$ cat src/rtl/core/bda_pkg.sv
// Shared types and constants for the debounced button with auto-repeat.
package bda_pkg;

  localparam int CFG_INDEX_BITS = 8;
  localparam int CFG_DATA_BITS  = 16;

  typedef enum logic [CFG_INDEX_BITS-1:0] {
    REG_DEBOUNCE_TIME   = 8'd0,
    REG_REPEAT_DELAY    = 8'd1,
    REG_REPEAT_INTERVAL = 8'd2,
    REG_REPEAT_ENABLE   = 8'd3
  } reg_index_t;

  typedef enum logic [1:0] {
    KEY_NONE   = 2'd0,
    KEY_PRESS  = 2'd1,
    KEY_REPEAT = 2'd2
  } event_code_t;

  localparam logic [15:0] DEBOUNCE_TIME_RST   = 16'd30;
  localparam logic [15:0] REPEAT_DELAY_RST    = 16'd500;
  localparam logic [15:0] REPEAT_INTERVAL_RST = 16'd150;

  typedef struct packed {
    logic [15:0] debounce_time;
    logic [15:0] repeat_delay;
    logic [15:0] repeat_interval;
    logic        repeat_enable;
  } bda_cfg_t;

endpackage

$ cat src/rtl/core/bda_cfg_regs.sv
// Configuration register file for the debounced button block.
module bda_cfg_regs (
  input  logic                                 clk,
  input  logic                                 rst_n,
  input  logic                                 cfg_valid,
  output logic                                 cfg_ready,
  input  logic [bda_pkg::CFG_INDEX_BITS-1:0]   cfg_index,
  input  logic [bda_pkg::CFG_DATA_BITS-1:0]    cfg_data,
  output bda_pkg::bda_cfg_t                    cfg
);
  import bda_pkg::*;

  bda_cfg_t cfg_r;
  bda_cfg_t cfg_nxt;

  assign cfg_ready = 1'b1;

  always_comb begin
    cfg_nxt = cfg_r;
    if (cfg_valid) begin
      case (cfg_index)
        REG_DEBOUNCE_TIME:   cfg_nxt.debounce_time   = cfg_data;
        REG_REPEAT_DELAY:    cfg_nxt.repeat_delay    = cfg_data;
        REG_REPEAT_INTERVAL: cfg_nxt.repeat_interval = cfg_data;
        REG_REPEAT_ENABLE:   cfg_nxt.repeat_enable   = cfg_data[0];
        default:             cfg_nxt = cfg_r;
      endcase
    end
  end

  always_ff @(posedge clk) begin
    if (!rst_n) begin
      cfg_r.debounce_time   <= DEBOUNCE_TIME_RST;
      cfg_r.repeat_delay    <= REPEAT_DELAY_RST;
      cfg_r.repeat_interval <= REPEAT_INTERVAL_RST;
      cfg_r.repeat_enable   <= 1'b1;
    end else begin
      cfg_r <= cfg_nxt;
    end
  end

  assign cfg = cfg_r;

endmodule

$ cat src/rtl/core/bda_eval.sv
// Debounce and auto-repeat state with the per-sample event decision.
module bda_eval #(
  parameter int TIME_BITS = 32
) (
  input  logic                  clk,
  input  logic                  rst_n,
  input  logic                  fire,
  input  logic [TIME_BITS-1:0]  now,
  input  logic                  raw,
  input  bda_pkg::bda_cfg_t     cfg,
  output bda_pkg::event_code_t  code
);
  import bda_pkg::*;

  logic                 last_raw_r,     last_raw_nxt;
  logic                 stable_r,       stable_nxt;
  logic [TIME_BITS-1:0] change_time_r,  change_time_nxt;
  logic [TIME_BITS-1:0] press_time_r,   press_time_nxt;
  logic [TIME_BITS-1:0] repeat_time_r,  repeat_time_nxt;

  logic [TIME_BITS-1:0] since_change;
  logic [TIME_BITS-1:0] since_press;
  logic [TIME_BITS-1:0] since_repeat;
  logic                 settle;
  logic                 press;
  logic                 repeat_hit;

  // Differences wrap naturally at the state width.
  always_comb begin
    change_time_nxt = (raw != last_raw_r) ? now : change_time_r;
    last_raw_nxt    = raw;
    since_change    = now - change_time_nxt;
    since_press     = now - press_time_r;
    since_repeat    = now - repeat_time_r;
    settle          = (since_change >= TIME_BITS'(cfg.debounce_time)) && (raw != stable_r);
    press           = settle && !raw;
    stable_nxt      = settle ? raw : stable_r;
    // A press or a release sample never carries a repeat as well.
    repeat_hit      = !settle && cfg.repeat_enable && !stable_r &&
                      (since_press  >= TIME_BITS'(cfg.repeat_delay)) &&
                      (since_repeat >= TIME_BITS'(cfg.repeat_interval));
    press_time_nxt  = press ? now : press_time_r;
    repeat_time_nxt = (press || repeat_hit) ? now : repeat_time_r;
  end

  always_comb begin
    if (press) begin
      code = KEY_PRESS;
    end else if (repeat_hit) begin
      code = KEY_REPEAT;
    end else begin
      code = KEY_NONE;
    end
  end

  always_ff @(posedge clk) begin
    if (!rst_n) begin
      last_raw_r    <= 1'b1;
      stable_r      <= 1'b1;
      change_time_r <= '0;
      press_time_r  <= '0;
      repeat_time_r <= '0;
    end else if (fire) begin
      last_raw_r    <= last_raw_nxt;
      stable_r      <= stable_nxt;
      change_time_r <= change_time_nxt;
      press_time_r  <= press_time_nxt;
      repeat_time_r <= repeat_time_nxt;
    end
  end

endmodule

$ cat src/rtl/core/button_debounce_autorepeat.sv
// Top level: input register, event evaluation and result register.
// A sample is held in the input register, then its event code in the result register.
// Throughput: one sample per cycle while the result is taken; bda_eval updates its state on each fired sample.
// A stalled result holds the pipeline; both stages advance together once it is taken.
// Reset (synchronous, active low) empties both stages, sets the button released with
// all timestamps at zero and loads the registers with 30, 500, 150 and enable set.
module button_debounce_autorepeat #(
  parameter int TIME_BITS = 32
) (
  input  logic                                clk,
  input  logic                                rst_n,
  input  logic                                in_valid,
  output logic                                in_ready,
  input  logic [31:0]                         in_now_ms,
  input  logic                                in_raw_level,
  output logic                                out_valid,
  input  logic                                out_ready,
  output logic [1:0]                          out_event_code,
  input  logic                                cfg_valid,
  output logic                                cfg_ready,
  input  logic [bda_pkg::CFG_INDEX_BITS-1:0]  cfg_index,
  input  logic [bda_pkg::CFG_DATA_BITS-1:0]   cfg_data
);
  import bda_pkg::*;

  bda_cfg_t    cfg;
  event_code_t code;

  logic        s1_valid_r, s1_valid_nxt;
  logic [31:0] s1_now_r;
  logic        s1_raw_r;
  logic        out_valid_r, out_valid_nxt;
  event_code_t out_code_r;
  logic        advance;
  logic        fire;
  logic        in_fire;

  // The pipeline moves whenever the result register is free or being emptied.
  assign advance  = !out_valid_r || out_ready;
  assign fire     = s1_valid_r && advance;
  assign in_ready = !s1_valid_r || advance;
  assign in_fire  = in_valid && in_ready;

  assign s1_valid_nxt  = in_fire ? 1'b1 : (fire ? 1'b0 : s1_valid_r);
  assign out_valid_nxt = fire ? 1'b1 : (out_ready ? 1'b0 : out_valid_r);

  bda_cfg_regs u_cfg (
    .clk       (clk),
    .rst_n     (rst_n),
    .cfg_valid (cfg_valid),
    .cfg_ready (cfg_ready),
    .cfg_index (cfg_index),
    .cfg_data  (cfg_data),
    .cfg       (cfg)
  );

  bda_eval #(
    .TIME_BITS (TIME_BITS)
  ) u_eval (
    .clk   (clk),
    .rst_n (rst_n),
    .fire  (fire),
    .now   (TIME_BITS'(s1_now_r)),
    .raw   (s1_raw_r),
    .cfg   (cfg),
    .code  (code)
  );

  always_ff @(posedge clk) begin
    if (!rst_n) begin
      s1_valid_r  <= 1'b0;
      out_valid_r <= 1'b0;
    end else begin
      s1_valid_r  <= s1_valid_nxt;
      out_valid_r <= out_valid_nxt;
    end
  end

  always_ff @(posedge clk) begin
    if (in_fire) begin
      s1_now_r <= in_now_ms;
      s1_raw_r <= in_raw_level;
    end
    if (fire) begin
      out_code_r <= code;
    end
  end

  assign out_valid      = out_valid_r;
  assign out_event_code = out_code_r;

endmodule
$ cat config.mk
export PLATFORM = sky130hd
export DESIGN_NAME = button_debounce_autorepeat
export DESIGN_NICKNAME = d
export VERILOG_FILES = /design/src/rtl/core/bda_pkg.sv /design/src/rtl/core/bda_cfg_regs.sv /design/src/rtl/core/bda_eval.sv /design/src/rtl/core/button_debounce_autorepeat.sv
export SDC_FILE = /design/constraint.sdc
export NUM_CORES = 1
export LEC_CHECK = 0
export BUFFER_PORTS_ARGS = -buffer_cell sky130_fd_sc_hd__buf_2
export CORE_MARGIN = 5
export CORE_UTILIZATION = 63
export DETAILED_ROUTE_END_ITERATION = 8
export PLACE_DENSITY = 0.81
export SYNTH_ARGS = -nofsm -noshare
export SYNTH_HDL_FRONTEND = slang
export SYNTH_SLANG_ARGS = --single-unit
$ cat constraint.sdc
create_clock -name clk -period 8 [get_ports clk]
set_input_delay 1.6 -clock clk [delete_from_list [all_inputs] [get_ports clk]]
set_output_delay 1.6 -clock clk [all_outputs]
set_load 0.05 [all_outputs]
==> metrics.cfg, run 1 <==
[power_and_ir_drop]
ir_worst_vdd_uv=148
power_density_mw_per_mm2=178
power.leakage_nw=6.32

[grt]
grtUsageTotal=0.302
grt_pass1_wl_mm=63.2
grt_pass1_vias=12482
grt_start_max_net_pins=100
grt_overflow_total=0
antenna_found_initial=0

[placement]
post-place-ws_ns=1.49
gp_congestion=0.988
numPortBuffers=65
dp_hpwl_mm=31.3
dp.cells=2037

[floorplan]
chipWidth_um=160
die_h_um=160
die-area_mm2=0.0257
pin_count=67
num_rows=55
start_util=0.634
coreArea_mm2=0.0224

[synthesis]
synthFlopType=dfxtp_1
ys_top_cells_by_area=dfxtp_1 21%, ha_1 12%, mux2i_1 8.7%
synth_seq_cells=184
synth_edf_count=35
synth_most_common_cell=nand2_1
yosysSeqAreaShare=0.284
syn_area_per_cell_um2=8.12
yosysWarnings=0
synthTopCellsByCount=274 x nand2_1, 149 x dfxtp_1, 141 x inv_1, 131 x ha_1, 123 x mux2i_1
synthDominantCellAreaShare=0.210
ys_types=81
syn_area_mm2=0.0142
synth_fp_nets=1948
synthCells=1753
async_flop_share=0
yosys.area.top_type=dfxtp_1

[route]
wl_mm=39.5
via_per_inst=6.29
ant_nets=0
drc=0
initialDrtViolationCount=1146
firstDrtPassIters=5
vias=13007
wire_per_inst_um=19.1

[clocking]
cts_resized=0
post-cts-setup-buffer-count=0
cts_hold_buffers=0
clock_latency_ns=0.44
htree_levels=4
cts_tree=built
root_buffer=clkbuf_16
cts_buffer_depth=2
cts_sinks=184
path_clk_slew_ns=0.07
cts_buffers=17

[cells_and_area]
seq_area_mm2=0.00403
drive_above_1_share=0.0802
finalNetCount=1966
area_delta_synth_final_pct=7.45
stdcell_count=2069
multiInputGateArea_mm2=0.00937
diodes=0
n_fill_cell=1893

[sta]
drv_slew=0
slew_headroom=0.226
tns_ns=0
fin_crit_ns=6.55
setup_viol=0
max_freq_mhz=153
rsz0062_at_grt=false
fin_ws_ns=1.45
fin_crit_sh=0.819
skew_ns=0.0167
worst_pin_slew_ns=1.16
hold_viol=0

[worst_setup_path]
arrival_ns=6.89
crit_fanout=32
start_kind=register
cp.required_ns=8.34
critical_path_class=reg2reg
end_kind=register

[run]
max_cap_violations=0

[hold_path]
hold_class=reg2reg

[status]
status=finished, final reports clean

-- cell usage in the layout, fill, tap and decap left out, types with 9 or more instances in the layout --
| cell | netlist | final |
|---|---|---|
| a21o_1 | 32 | 32 |
| inv_1 | 141 | 141 |
| o21a_1 | 16 | 16 |
| o2111ai_1 | 10 | 10 |
| dfxtp_1 | 149 | 149 |
| xnor2_1 | 33 | 33 |
| clkbuf_16 | 0 | 18 |
| nand2b_1 | 23 | 23 |
| nand2_1 | 274 | 274 |
| nor2b_1 | 52 | 52 |
| nor3_1 | 22 | 22 |
| a31oi_1 | 17 | 17 |
| xor2_1 | 30 | 29 |
| edfxtp_1 | 35 | 35 |
| nand3_1 | 35 | 35 |
| a21oi_1 | 113 | 113 |
| a21boi_0 | 39 | 39 |
| o31ai_1 | 9 | 9 |
| buf_4 | 5 | 10 |
| nand4_1 | 26 | 26 |
| o211ai_1 | 21 | 21 |
| ha_1 | 131 | 131 |
| o21ai_0 | 67 | 67 |
| or3_1 | 11 | 10 |
| or2_2 | 10 | 10 |
| a211oi_1 | 19 | 19 |
| mux2i_1 | 123 | 123 |
| nor2_1 | 77 | 76 |
| o21bai_1 | 11 | 11 |
| o211a_1 | 13 | 13 |
| buf_2 | 1 | 64 |
-- stage by stage --
step	total power [mW]	utilization	hold WS [ns]	cell area [um^2]
finish	2.72	0.681	0.462	15300
global route	2.87	0.681	0.478	15300
CTS	2.71	0.681	0.463	15300
detailed placement	1.86	0.655	0.450	14700
global placement	1.84	0.655	0.443	14700
floorplan	1.64	-	0.435	14200
-- area by class of cell --
class                   count  share of cell area
clock inverters            13             0.00982
well taps                 285              0.0233
repair buffers             74              0.0259
flip-flops and latches    184               0.264
multi-input cells        1353               0.613
inverters                 141              0.0346
clock buffers              19              0.0297
-- worst max-delay path: stages (launching register included) --
cell and delay, ns:
edfxtp_1 0.63, xnor2_2 0.16, buf_4 0.33, nand2_1 0.09, o21ai_0 0.08, ha_1 0.17
inv_1 0.05, ha_1 0.18, a21oi_2 0.20, o22ai_1 0.22, o21ai_0 0.26, nand2_1 0.14
a21boi_0 0.24, o22ai_1 0.12, a31oi_1 0.17, ha_1 0.25, nand2_1 0.07, o21ai_0 0.11
a211oi_1 0.27, o2111ai_1 0.16, nor4_1 0.29, o2111ai_1 0.15, nor3_1 0.20, nand4_1 0.17
o41ai_2 0.57, or3_2 0.87, mux2i_1 0.29
-- logic make-up (layout without fill, tap and decap cells) --
group                      after synthesis  count (layout)  synth area share
and+or+nand+nor                        570             570             0.188
other                                    1               1          0.000264
AOI/OAI and AO/OA                      455             455             0.219
adders and majority gates              136             136             0.120
DFF                                    184             184             0.284
buffers and inverters                  216             247            0.0600
muxes                                  127             127            0.0897
xor gates and xnor gates                64              64            0.0399
-- metal layers --
layer  vias to the layer above  track usage  part of all wire
li1                       6305            -                 -
met1                      6123        0.406              0.43
met2                       478        0.486              0.46
met3                       101       0.0542             0.074
met4                         0        0.111             0.038
met5                         -            0                 0
-- where the power goes --
group	internal (mW)	leakage, nW	switching (mW)	total (mW)
clock	0.465	0.298	0.395	0.860
combinational	0.331	4.47	0.506	0.837
sequential	0.978	1.55	0.0432	1.02
-- flip-flops by register name, indices dropped and copies added (netlist names), 2 cells and up --
register              flops
u_cfg.cfg                49
u_eval.change_time_r     32
s1_now_r                 32
u_eval.repeat_time_r     32
u_eval.press_time_r      32
out_event_code            2
-- path summary, 6_finish.rpt --
check	end	slack, ns	depth (start not counted)	from
max	u_eval.press_time_r[20]	1.45	26	s1_raw_r
min reg2reg	u_eval.press_time_r[15]	0.46	2	u_eval.press_time_r[15]
min	u_eval.press_time_r[15]	0.46	2	u_eval.press_time_r[15]
max reg2reg	u_eval.press_time_r[20]	1.45	26	s1_raw_r
(Power assumes the default switching activity.)
==> inputs of run 2 (changes only) <==
--- a/config.mk
+++ b/config.mk
@@ -5,6 +5,7 @@
 export SDC_FILE = /design/constraint.sdc
 export NUM_CORES = 1
 export LEC_CHECK = 0
+export ABC_AREA = 1
 export BUFFER_PORTS_ARGS = -buffer_cell sky130_fd_sc_hd__buf_2
 export CORE_MARGIN = 5
 export CORE_UTILIZATION = 63
==> constraint.sdc (replaced) <==
create_clock -name clk -period 6.8 [get_ports clk]
set_input_delay 1.36 -clock clk [delete_from_list [all_inputs] [get_ports clk]]
set_output_delay 1.36 -clock clk [all_outputs]
set_load 0.05 [all_outputs]
==> run 2 against run 1 <==
Compared with the run above:
- sequential cell count did not move
- sequential power is 18% higher
- wire length increased by 10%
- cell area up 2.8%
- count of clock-buffer cells in the layout down 1
- worst setup slack improved by 0.29 ns
- maximum frequency is 30% higher
- cell count is 25% higher
- combinational power is 34% higher
==> metrics.cfg, run 2 <==
[status]
status=finished, final reports clean

[worst_setup_path]
crit_buf_inv=2  ; unchanged
cpMaxStageDelayCell=nand2_1
worstSetupPathDepth=26  ; unchanged
slowest_delay_ns=0.73  ; -0.14 ns
cp_common_cell=nand2_1
arrival_ns=5.42  ; -1.47 ns
critical_path_class=reg2reg
critPathTopFamily=simple AND/OR/NAND/NOR gates
end_kind=register
r2r_cells=26  ; unchanged
cp.required_ns=7.16  ; -1.18 ns
start_kind=register
crit_fanout=63  ; +97%

[clocking]
post-cts-setup-buffer-count=0  ; unchanged
cts_resized=0  ; unchanged
cts_sinks=184  ; unchanged
clock_latency_ns=0.45  ; about the same
root_buffer=clkbuf_16
path_clk_slew_ns=0.07  ; about the same
cts_buffer_depth=2  ; unchanged
cts_hold_buffers=0  ; unchanged
cts_tree=built
htree_levels=4  ; unchanged
cts_buffers=17  ; unchanged

[grt]
busiest_layer=met2
met2_usage=0.523  ; +0.0368
grt_use_met3=0.0544  ; +0.000223
grt_start_max_net_pins=98  ; -2.0%
grt_use_met1=0.440  ; +0.0341
grt_pass1_wl_mm=68.3  ; +8.1%
grtUsageTotal=0.325  ; +0.0229
grt_pass1_vias=13567  ; +8.7%
antenna_found_initial=0  ; unchanged
grt_overflow_total=0  ; unchanged

[synthesis]
yosysWarnings=0  ; unchanged
synth_fp_nets=2415  ; +24%
synthFlopType=dfxtp_1
syn_area_per_cell_um2=6.61  ; -19%
synthTopCellsByCount=493 x nand2_1, 386 x inv_1, 222 x a21oi_1, 188 x nor2_1, 149 x dfxtp_1
syn_area_mm2=0.0147  ; +3.1%
yosysSeqAreaShare=0.275  ; -0.00849
synth_seq_cells=184  ; unchanged
async_flop_share=0  ; unchanged
ys_top_cells_by_area=dfxtp_1 20%, nand2_1 13%, ha_1 11%
synth_edf_count=35  ; unchanged
synthDominantCellAreaShare=0.203  ; -0.00628
synth_most_common_cell=nand2_1
synthCells=2220  ; +27%
yosys.area.top_type=dfxtp_1
ys_types=51  ; -37%

[route]
firstDrtPassIters=5  ; unchanged
wl_mm=43.5  ; +10%
ant_nets=0  ; unchanged
wire_per_inst_um=16.9  ; -12%
initialDrtViolationCount=1361  ; +19%
drc=0  ; unchanged
vias=14601  ; +12%
via_per_inst=5.66  ; -9.9%

[floorplan]
chipWidth_um=163  ; +1.4%
die-area_mm2=0.0264  ; +2.9%
start_util=0.644  ; +0.00970
die_h_um=163  ; +1.4%
coreArea_mm2=0.0228  ; +1.5%
num_rows=55  ; unchanged
pin_count=67  ; unchanged

[cells_and_area]
layout_common_cells=493 x nand2_1, 386 x inv_1, 222 x a21oi_1, 187 x nor2_1, 149 x dfxtp_1
drive_above_1_share=0.0724  ; -0.00775
finalNetCount=2448  ; +25%
diodes=0  ; unchanged
utilization=0.690  ; +0.00838
area_delta_synth_final_pct=7.13
final_common_cell=nand2_1
design_area_mm2=0.0157  ; +2.8%
largest_reg_flops=49  ; unchanged

[power_and_ir_drop]
p_total_mw=3.31  ; +22%
power.leakage_nw=7.53  ; +19%
ir_worst_vdd_uv=128  ; -14%
power_density_mw_per_mm2=211  ; +18%

[placement]
dp_hpwl_mm=35.1  ; +12%
gp_congestion=1.06  ; +7.1%
numPortBuffers=65  ; unchanged
place_area_mm2=0.0152  ; +3.2%

[sta]
max_freq_mhz=198  ; +30%
hold_viol=0  ; unchanged
tns_ns=0  ; unchanged
drv_slew=0  ; unchanged
fin_crit_ns=5.06  ; -1.49 ns
fin_crit_sh=0.744  ; -0.0750
slew_headroom=0.327  ; +0.101
setup_viol=0  ; unchanged
rsz0062_at_grt=false
worst_pin_slew_ns=1.01  ; -0.150 ns
skew_ns=0.0154  ; -0.00138 ns

[run]
max_cap_violations=0  ; unchanged

[hold_path]
min_path_cells=2  ; unchanged
hold_class=reg2reg

-- run 2: changes by cell type after synthesis, sizes merged, moves of 30 or more --
| cell | delta |
|---|---|
| a21oi | +108 |
| nand2 | +239 |
| nand3 | +96 |
| o211ai | +30 |
| inv | +253 |
| mux2i | -123 |
| nor2b | -52 |
| a21boi | -30 |
| o21ai | +84 |
| nor2 | +125 |
-- run 2: through the flow --
stage | setup slack (ns) | hold WS (ns) | instances
final | 1.74 | 0.461 | 2578
after global routing | 1.16 | 0.483 | 2578
after CTS | 1.78 | 0.463 | 2578
after detailed placement | 1.79 | 0.453 | 2547
after global placement | 1.99 | 0.445 | 2547
after floorplan | 2.48 | 0.433 | 2220
-- run 2: layer usage --
metal / wire length (um) / vias to the layer above
met1: 18600 / 6673
met2: 19600 / 555
met3: 3790 / 94
met4: 1540 / 0
met5: 0 / -
li1: - / 7279
-- run 2: worst reg2reg max path, cell delays in order, from the launching register on --
cell,delay (ns)
edfxtp_1,0.54
inv_2,0.11
nand2_1,0.07
nand2_1,0.73
o21ai_0,0.19
ha_1,0.37
inv_1,0.08
nor2_2,0.16
nand2_1,0.12
nor2_1,0.12
nand2_1,0.06
nand2_1,0.09
xor2_1,0.19
ha_1,0.27
a21oi_1,0.13
o21ai_0,0.09
a21oi_1,0.13
nand3_1,0.09
nor2_1,0.12
nand3_1,0.09
nor2_2,0.16
nand2_2,0.08
nand2_4,0.10
nor2_4,0.06
nand2_4,0.46
o21ai_0,0.17
a21oi_1,0.19
-- run 2: worst paths after layout --
kind | startpoint | slack [ns] | endpoint
setup / recovery | s1_raw_r | 1.74 | u_eval.press_time_r[30]
hold / removal | u_eval.press_time_r[12] | 0.46 | u_eval.press_time_r[12]
setup reg to reg | s1_raw_r | 1.74 | u_eval.press_time_r[30]
hold reg to reg | u_eval.press_time_r[12] | 0.46 | u_eval.press_time_r[12]
-- run 2: cells by family (layout without fill, tap and decap cells) --
group	after synthesis	in the layout	share of synthesized area
buffers and inverters	452	497	0.120
and+or+nand+nor	905	905	0.269
adders and majority gates	133	133	0.114
xor gates and xnor gates	65	65	0.0388
other	1	1	0.000256
AOI/OAI and AO/OA	480	480	0.182
DFF	184	184	0.275
-- run 2: where the power goes --
part / internal (mW) / leakage [nW] / total, mW / switching, mW
clock: 0.486 / 0.277 / 0.982 / 0.496
sequential: 1.16 / 1.55 / 1.20 / 0.0479
combinational: 0.387 / 5.70 / 1.12 / 0.735
total: 2.03 / 7.53 / 3.31 / 1.28
-- run 2: layout make-up --
class                      count  area, um^2
multi-input combinational   1584        8870
clock buffer                  18         429
fill                        1991        7060
inverter                     396        1490
timing repair buffer          70         365
sequential                   184        4030
clock inverter                13         133
tap                          313         392
